`src/rtl/core/mexp_pkg.sv`:
```
// Shared types and constants for the modular exponentiation unit.
// Used by the controller, the datapath and the top level; no dependencies.

package mexp_pkg;

   // Fixed widths of the transaction fields.
   localparam int BASE_WIDTH    = 63;
   localparam int EXP_WIDTH     = 63;
   localparam int MOD_WIDTH     = 32;
   localparam int RESULT_WIDTH  = 32;

   // Default for the usable modulus width (range 8 to 32).
   localparam int DEFAULT_MODULUS_WIDTH = 32;

   // The reduction shift register holds the zero-extended base or a product.
   localparam int DIV_WIDTH = BASE_WIDTH + 1;
   // The reducer retires two dividend bits per cycle.
   localparam int BASE_RED_STEPS = DIV_WIDTH / 2;
   localparam int CNT_WIDTH = $clog2(BASE_RED_STEPS + 1);

   // Controller states.
   typedef enum logic [3:0] {
      ST_IDLE,
      ST_START,
      ST_BASE_RED,
      ST_CHECK,
      ST_MUL_ACC,
      ST_ACC_RED,
      ST_MUL_SQR,
      ST_SQR_RED,
      ST_FINISH
   } mexp_state_type;

   // Datapath operations.
   typedef enum logic [3:0] {
      DP_NOP,
      DP_LOAD,
      DP_RED_STEP,
      DP_BASE_STORE,
      DP_MUL_ACC,
      DP_MUL_SQR,
      DP_ACC_STORE,
      DP_SQR_STORE,
      DP_OUT_WRITE
   } mexp_op_type;

   typedef struct packed {
      mexp_op_type op;
   } mexp_cmd_type;

   typedef struct packed {
      logic mod_zero;
      logic exp_zero;
      logic exp_lsb;
      logic red_done;
      logic out_free;
   } mexp_status_type;

endpackage

```
`src/rtl/core/mexp_datapath.sv`:
```
// Datapath of the modular exponentiation unit: operand registers, one shared
// multiplier, a two-bit-per-cycle remainder unit and the result register.
// Depends on mexp_pkg.

module mexp_datapath import mexp_pkg::*; #(
   parameter int MODULUS_WIDTH = DEFAULT_MODULUS_WIDTH
) (
   input  logic                    clock,
   input  logic                    reset,
   input  mexp_cmd_type            cmd,
   output mexp_status_type         status,
   input  logic [BASE_WIDTH-1:0]   req_base_value,
   input  logic [EXP_WIDTH-1:0]    req_exponent,
   input  logic [MOD_WIDTH-1:0]    req_modulus,
   input  logic                    rsp_stall,
   output logic                    rsp_valid,
   output logic [RESULT_WIDTH-1:0] rsp_power_result,
   output logic                    rsp_zero_modulus_error
);

   localparam int MW = MODULUS_WIDTH;
   localparam int PW = 2 * MODULUS_WIDTH;

   logic [MW-1:0]        mod_ff, mod_in;
   logic [MW-1:0]        base_ff, base_in;
   logic [MW-1:0]        acc_ff, acc_in;
   logic [EXP_WIDTH-1:0] exp_ff, exp_in;
   logic [DIV_WIDTH-1:0] div_ff, div_in;
   logic [MW-1:0]        rem_ff, rem_in;
   logic [CNT_WIDTH-1:0] cnt_ff, cnt_in;

   logic                    rsp_valid_ff, rsp_valid_in;
   logic [RESULT_WIDTH-1:0] result_ff, result_in;
   logic                    error_ff, error_in;

   logic [MW-1:0] mul_a;
   logic [PW-1:0] product;
   logic [MW:0]   trial1, trial2;
   logic [MW-1:0] rem1, rem2;

   // Shared multiplier; its product is registered in the dividend register.
   assign mul_a   = (cmd.op == DP_MUL_ACC) ? acc_ff : base_ff;
   assign product = PW'(mul_a) * PW'(base_ff);

   // Two restoring remainder steps, most significant dividend bits first.
   always_comb begin
      trial1 = {rem_ff, div_ff[DIV_WIDTH-1]};
      if (trial1 >= {1'b0, mod_ff}) begin
         rem1 = MW'(trial1 - {1'b0, mod_ff});
      end else begin
         rem1 = trial1[MW-1:0];
      end
      trial2 = {rem1, div_ff[DIV_WIDTH-2]};
      if (trial2 >= {1'b0, mod_ff}) begin
         rem2 = MW'(trial2 - {1'b0, mod_ff});
      end else begin
         rem2 = trial2[MW-1:0];
      end
   end

   // Next values of the working registers.
   always_comb begin
      mod_in  = mod_ff;
      base_in = base_ff;
      acc_in  = acc_ff;
      exp_in  = exp_ff;
      div_in  = div_ff;
      rem_in  = rem_ff;
      cnt_in  = cnt_ff;
      result_in = result_ff;
      error_in  = error_ff;
      case (cmd.op)
         DP_LOAD: begin
            mod_in = req_modulus[MW-1:0];
            exp_in = req_exponent;
            acc_in = MW'(1);
            div_in = {1'b0, req_base_value};
            rem_in = '0;
            cnt_in = CNT_WIDTH'(BASE_RED_STEPS);
         end
         DP_RED_STEP: begin
            rem_in = rem2;
            div_in = div_ff << 2;
            cnt_in = cnt_ff - CNT_WIDTH'(1);
         end
         DP_BASE_STORE: begin
            base_in = rem_ff;
         end
         DP_MUL_ACC, DP_MUL_SQR: begin
            div_in = DIV_WIDTH'(product) << (DIV_WIDTH - PW);
            rem_in = '0;
            cnt_in = CNT_WIDTH'(MW);
         end
         DP_ACC_STORE: begin
            acc_in = rem_ff;
         end
         DP_SQR_STORE: begin
            base_in = rem_ff;
            exp_in  = exp_ff >> 1;
         end
         DP_OUT_WRITE: begin
            error_in = (mod_ff == '0);
            if (mod_ff == '0) begin
               result_in = '0;
            end else begin
               result_in = RESULT_WIDTH'(acc_ff);
            end
         end
         default: begin
         end
      endcase
   end

   // Result valid: set on a write, cleared once the transaction is taken.
   always_comb begin
      if (cmd.op == DP_OUT_WRITE) begin
         rsp_valid_in = 1'b1;
      end else if (!rsp_stall) begin
         rsp_valid_in = 1'b0;
      end else begin
         rsp_valid_in = rsp_valid_ff;
      end
   end

   always_ff @(posedge clock) begin
      if (reset) begin
         rsp_valid_ff <= 1'b0;
      end else begin
         rsp_valid_ff <= rsp_valid_in;
      end
   end

   always_ff @(posedge clock) begin
      mod_ff    <= mod_in;
      base_ff   <= base_in;
      acc_ff    <= acc_in;
      exp_ff    <= exp_in;
      div_ff    <= div_in;
      rem_ff    <= rem_in;
      cnt_ff    <= cnt_in;
      result_ff <= result_in;
      error_ff  <= error_in;
   end

   // Status back to the controller.
   always_comb begin
      status.mod_zero = (mod_ff == '0);
      status.exp_zero = (exp_ff == '0);
      status.exp_lsb  = exp_ff[0];
      status.red_done = (cnt_ff == '0);
      status.out_free = !rsp_valid_ff || !rsp_stall;
   end

   assign rsp_valid              = rsp_valid_ff;
   assign rsp_power_result       = result_ff;
   assign rsp_zero_modulus_error = error_ff;

endmodule

```
`src/rtl/core/mexp_ctrl.sv`:
```
// Controller of the modular exponentiation unit: sequences base reduction
// and the square-and-multiply loop over the datapath. Depends on mexp_pkg.

module mexp_ctrl import mexp_pkg::*; (
   input  logic            clock,
   input  logic            reset,
   input  logic            req_valid,
   output logic            req_stall,
   input  mexp_status_type status,
   output mexp_cmd_type    cmd
);

   mexp_state_type state_ff, state_in;

   // Next state.
   always_comb begin
      state_in = state_ff;
      case (state_ff)
         ST_IDLE: begin
            if (req_valid) begin
               state_in = ST_START;
            end
         end
         ST_START: begin
            if (status.mod_zero || status.exp_zero) begin
               state_in = ST_FINISH;
            end else begin
               state_in = ST_BASE_RED;
            end
         end
         ST_BASE_RED: begin
            if (status.red_done) begin
               state_in = ST_CHECK;
            end
         end
         ST_CHECK: begin
            if (status.exp_zero) begin
               state_in = ST_FINISH;
            end else if (status.exp_lsb) begin
               state_in = ST_MUL_ACC;
            end else begin
               state_in = ST_MUL_SQR;
            end
         end
         ST_MUL_ACC: begin
            state_in = ST_ACC_RED;
         end
         ST_ACC_RED: begin
            if (status.red_done) begin
               state_in = ST_MUL_SQR;
            end
         end
         ST_MUL_SQR: begin
            state_in = ST_SQR_RED;
         end
         ST_SQR_RED: begin
            if (status.red_done) begin
               state_in = ST_CHECK;
            end
         end
         ST_FINISH: begin
            if (status.out_free) begin
               state_in = ST_IDLE;
            end
         end
         default: begin
            state_in = ST_IDLE;
         end
      endcase
   end

   // Datapath commands and input handshake.
   always_comb begin
      cmd.op    = DP_NOP;
      req_stall = (state_ff != ST_IDLE);
      case (state_ff)
         ST_IDLE: begin
            if (req_valid) begin
               cmd.op = DP_LOAD;
            end
         end
         ST_BASE_RED: begin
            cmd.op = status.red_done ? DP_BASE_STORE : DP_RED_STEP;
         end
         ST_MUL_ACC: begin
            cmd.op = DP_MUL_ACC;
         end
         ST_ACC_RED: begin
            cmd.op = status.red_done ? DP_ACC_STORE : DP_RED_STEP;
         end
         ST_MUL_SQR: begin
            cmd.op = DP_MUL_SQR;
         end
         ST_SQR_RED: begin
            cmd.op = status.red_done ? DP_SQR_STORE : DP_RED_STEP;
         end
         ST_FINISH: begin
            if (status.out_free) begin
               cmd.op = DP_OUT_WRITE;
            end
         end
         default: begin
            cmd.op = DP_NOP;
         end
      endcase
   end

   always_ff @(posedge clock) begin
      if (reset) begin
         state_ff <= ST_IDLE;
      end else begin
         state_ff <= state_in;
      end
   end

endmodule

```
`src/rtl/core/modular_exponentiation_unit.sv`:
```
// Modular exponentiation unit: returns base ** exponent mod modulus by
// right-to-left square-and-multiply, one transaction at a time. Only the low
// MODULUS_WIDTH bits of the modulus are used. A zero modulus gives a result
// of 0 with the error flag set; a zero exponent gives 1, also for a modulus
// of one. After an operand check the base is reduced, then each exponent bit
// up to the highest set one costs a squaring, preceded by a multiply into the
// accumulator when the bit is set; every modular product goes through one
// shared reducer that retires two product bits per cycle. A finished result
// waits in an output register while the next transaction is taken.
// Depends on mexp_pkg, mexp_ctrl and mexp_datapath.

module modular_exponentiation_unit import mexp_pkg::*; #(
   parameter int MODULUS_WIDTH = DEFAULT_MODULUS_WIDTH
) (
   input  logic                    clock,
   input  logic                    reset,
   input  logic                    req_valid,
   output logic                    req_stall,
   input  logic [BASE_WIDTH-1:0]   req_base_value,
   input  logic [EXP_WIDTH-1:0]    req_exponent,
   input  logic [MOD_WIDTH-1:0]    req_modulus,
   output logic                    rsp_valid,
   input  logic                    rsp_stall,
   output logic [RESULT_WIDTH-1:0] rsp_power_result,
   output logic                    rsp_zero_modulus_error
);

   mexp_cmd_type    cmd;
   mexp_status_type status;

   // Sequencer.
   mexp_ctrl u_ctrl (
      .clock     (clock),
      .reset     (reset),
      .req_valid (req_valid),
      .req_stall (req_stall),
      .status    (status),
      .cmd       (cmd)
   );

   // Arithmetic and result register.
   mexp_datapath #(
      .MODULUS_WIDTH (MODULUS_WIDTH)
   ) u_datapath (
      .clock                  (clock),
      .reset                  (reset),
      .cmd                    (cmd),
      .status                 (status),
      .req_base_value         (req_base_value),
      .req_exponent           (req_exponent),
      .req_modulus            (req_modulus),
      .rsp_stall              (rsp_stall),
      .rsp_valid              (rsp_valid),
      .rsp_power_result       (rsp_power_result),
      .rsp_zero_modulus_error (rsp_zero_modulus_error)
   );

endmodule

```
`config.mk`:
```
export PLATFORM = sky130hd
export DESIGN_NAME = modular_exponentiation_unit
export DESIGN_NICKNAME = d
export VERILOG_FILES = /design/src/rtl/core/mexp_pkg.sv /design/src/rtl/core/mexp_datapath.sv /design/src/rtl/core/mexp_ctrl.sv /design/src/rtl/core/modular_exponentiation_unit.sv
export SDC_FILE = /design/constraint.sdc
export NUM_CORES = 2
export LEC_CHECK = 0
export BUFFER_PORTS_ARGS = -buffer_cell sky130_fd_sc_hd__buf_2
export CORE_ASPECT_RATIO = 0.8
export CORE_UTILIZATION = 40
export DETAILED_ROUTE_END_ITERATION = 6
export PLACE_DENSITY = 0.62
export SLEW_MARGIN = 20
export SYNTH_ARGS = -nofsm -noshare
export SYNTH_HDL_FRONTEND = slang
export SYNTH_SLANG_ARGS = --single-unit
```
`constraint.sdc`:
```
create_clock -name clock -period 10.1 [get_ports clock]
set_clock_uncertainty 0.15 [all_clocks]
set_input_delay 1.01 -clock clock [delete_from_list [all_inputs] [get_ports clock]]
set_output_delay 1.01 -clock clock [all_outputs]
set_load 0.05 [all_outputs]
```
==> run_results.csv <==
group,metric,value,unit
cts,cts_setup_buffers,0,
die,die_area,0.125,sq mm
die,io-pin-count,197,
setup_path,worst-path-buf-inv,6,
routing,drc_errors,0,
logic_synthesis,async_flop_share,0,%
cells_and_area,drive_gt1_share,9.58,%
timing,holdWs,0.373,ns
grt,grt_max_degree,67,
setup_path,crit_family,"adder cells",
place,dpl.hpwl,113000,um
grt,grt_pass1_wl,225000,um
timing,rsz0062_at_grt,"yes",
timing,period_share,96.1,%
timing,tightest_slew,1.13,ns
worst_hold_path,hp-class,"flop to flop",
timing,final.min_clock_period,9.71,ns
run_status,status,"complete, no violations",
cts,clockBufferDepth,3,
setup_path,cp_slowest_cell,"fa_1",
timing,tns,0,ns
routing,wl_per_cell,21.2,um
cts,hold_buffers,0,
logic_synthesis,yosysUniqueCellTypes,89,
setup_path,required,10.25,ns
logic_synthesis,ys_warn_count,0,
timing,hold_violations,0,
run,maxCapViolCount,0,
cts,tritoncts,"yes",
timing,max_freq,103,MHz
die,die_y,316,um
cts,cts_resized,0,
cts,htree_levels,2,
place,place_congestion,0.937,
cells_and_area,nets,6490,
setup_path,crit_top_cell,"fa_1",
cts,clock-sinks,299,
logic_synthesis,synth_edf_count,294,
setup_path,critPathMaxStageDelay,0.58,ns
routing,drt_iter0_drc,2781,
place,dp_slack,0.440,ns
die,start_util,40.6,%
grt,grt_pass1_vias,37900,
timing,setup_viol,0,
timing,finalMaxSlewViolations,0,
place,io_buffers,196,
setup_path,crit_type,"flop to flop",
timing,max-slew-margin-rel,24.7,%
cells_and_area,fillers,11800,
logic_synthesis,synth_flop_cell,"edfxtp_1",
cts,cts_buffers,35,
cells_and_area,final_cell_mix,"inv_1, fa_1, nand2_1",
die,coreArea,0.122,sq mm
setup_path,setup.worst_path.end_class,"flop",
cells_and_area,layout_commonest_cell,"inv_1",
grt,grt_overflow,0,
logic_synthesis,avgSynthCellArea,9.79,sq um
cells_and_area,area_delta_synth_final,8.16,%
die,row_count,114,
logic_synthesis,seq_area_frac_synth,18.1,%
setup_path,cp.arrival,9.86,ns
timing,layout_setup_ws,0.389,ns
cts,clk_latency,0.58,ns
routing,drt-pass1-iter-count,6,
logic_synthesis,netlist_area,0.0493,sq mm
routing,viasPerCell,5.30,
cts,root_buffer,"clkbuf_16",
setup_path,path_max_fanout,25,
routing,drt_wl_total,143000,um
place,dp.cells,6689,
cells_and_area,fin_cells,6751,
die,die_x,394,um
routing,num_vias,35800,
logic_synthesis,synth_nets,6423,
setup_path,start_kind,"flop",
logic_synthesis,ys_ff_latch,299,
logic_synthesis,synth_cells,5035,
cts,clk_pin_slew,0.06,ns
grt,antenna_found_initial,5,
routing,ant_nets,0,
grt,track_usage,23.5,%
through the flow:
stage,util [%],instance area [sq um]
3_5_place_dp,43.0,52200
3_3_place_gp,43.0,52200
2_1_floorplan,-,49300
6_report,43.9,53300
4_1_cts,43.9,53300
5_1_grt,43.9,53300
layout make-up:
class,instances,area [sq um],area share [%]
diodes,2,5.00,0.00939
clock buffers,41,898,1.69
clock inverters,19,161,0.303
inverters,912,3420,6.42
multi-input cells,3550,35900,67.4
flip-flops and latches,299,8930,16.7
well taps,1624,2030,3.81
repair buffers,304,1940,3.64
worst paths after layout:
check | start | slack (ns) | cells after the start | end
hold / removal | u_datapath.rsp_valid$_SDFFE_PP0P_ | 0.37 | 2 | u_datapath.rsp_valid$_SDFFE_PP0P_
hold reg to reg | u_datapath.rsp_valid$_SDFFE_PP0P_ | 0.37 | 2 | u_datapath.rsp_valid$_SDFFE_PP0P_
setup / recovery | u_ctrl.state_ff[2]$_SDFFE_PP0P_ | 0.39 | 30 | u_datapath.div_ff[40]$_DFFE_PP_
setup reg to reg | u_ctrl.state_ff[2]$_SDFFE_PP0P_ | 0.39 | 30 | u_datapath.div_ff[40]$_DFFE_PP_
cells by family (layout without fill, tap and decap cells):
logic type      Yosys count  after routing  share of synthesized area, %
other cells               0              2                             0
buf+inv                1186           1276                          9.16
simple gates           1549           1549                          16.0
xor+xnor                110            110                          1.95
flops                   299            299                          18.1
fa+ha+maj              1226           1226                          44.8
mux                      71             71                          1.64
compound gates          594            594                          8.29
synthesized netlist by cell type, drive strengths merged (6+ instances only):
library cell,number,area (sq um)
o211ai,6,45.0
nand3,35,188
xor2,50,438
nor2,80,308
o21bai,20,150
xnor2,60,526
nand4,26,163
or2,11,68.8
a211oi,12,90.1
and4,6,52.6
mux2,67,769
a22oi,55,413
buf,14,116
a21oi,125,644
o21ai,169,872
nor4,28,181
a31oi,15,109
edfxtp,294,8830
fa,898,18000
o31ai,6,63.8
o21a,28,211
nand2,625,2360
ha,328,4100
or3,7,43.8
a21o,70,526
nor3,33,165
o2bb2ai,26,353
nand2b,16,100
clkbuf,260,977
nor2b,48,300
a211o,7,61.3
inv,912,3420
and2,584,3650
and3,43,269
per-layer routing:
metal / vias to the layer above / track usage (%) / routed length (um)
met5: - / 0 / 49
met3: 233 / 3.56 / 10700
met2: 1285 / 37.9 / 65500
met1: 18300 / 32.9 / 62700
li1: 15900 / - / -
met4: 8 / 7.05 / 4530
worst min-delay path: stages, from the launching register on:
cell and delay (ns):
dfxtp_1 0.34, nand2_1 0.08, a21oi_1 0.06
sequential cells by signal, summed over array words and instances, names as in the netlist, 6 cells and up:
register,cells
u_datapath.div_ff,64
u_datapath.base_ff,32
u_datapath.rsp_power_result,32
u_datapath.rem_ff,32
u_datapath.acc_ff,32
u_datapath.cnt_ff,6
u_datapath.exp_ff,63
u_datapath.mod_ff,32
Power is left out: the tool's default activity adds up to more than one toggle a clock period on the data nets, which glitch-free logic cannot reach.
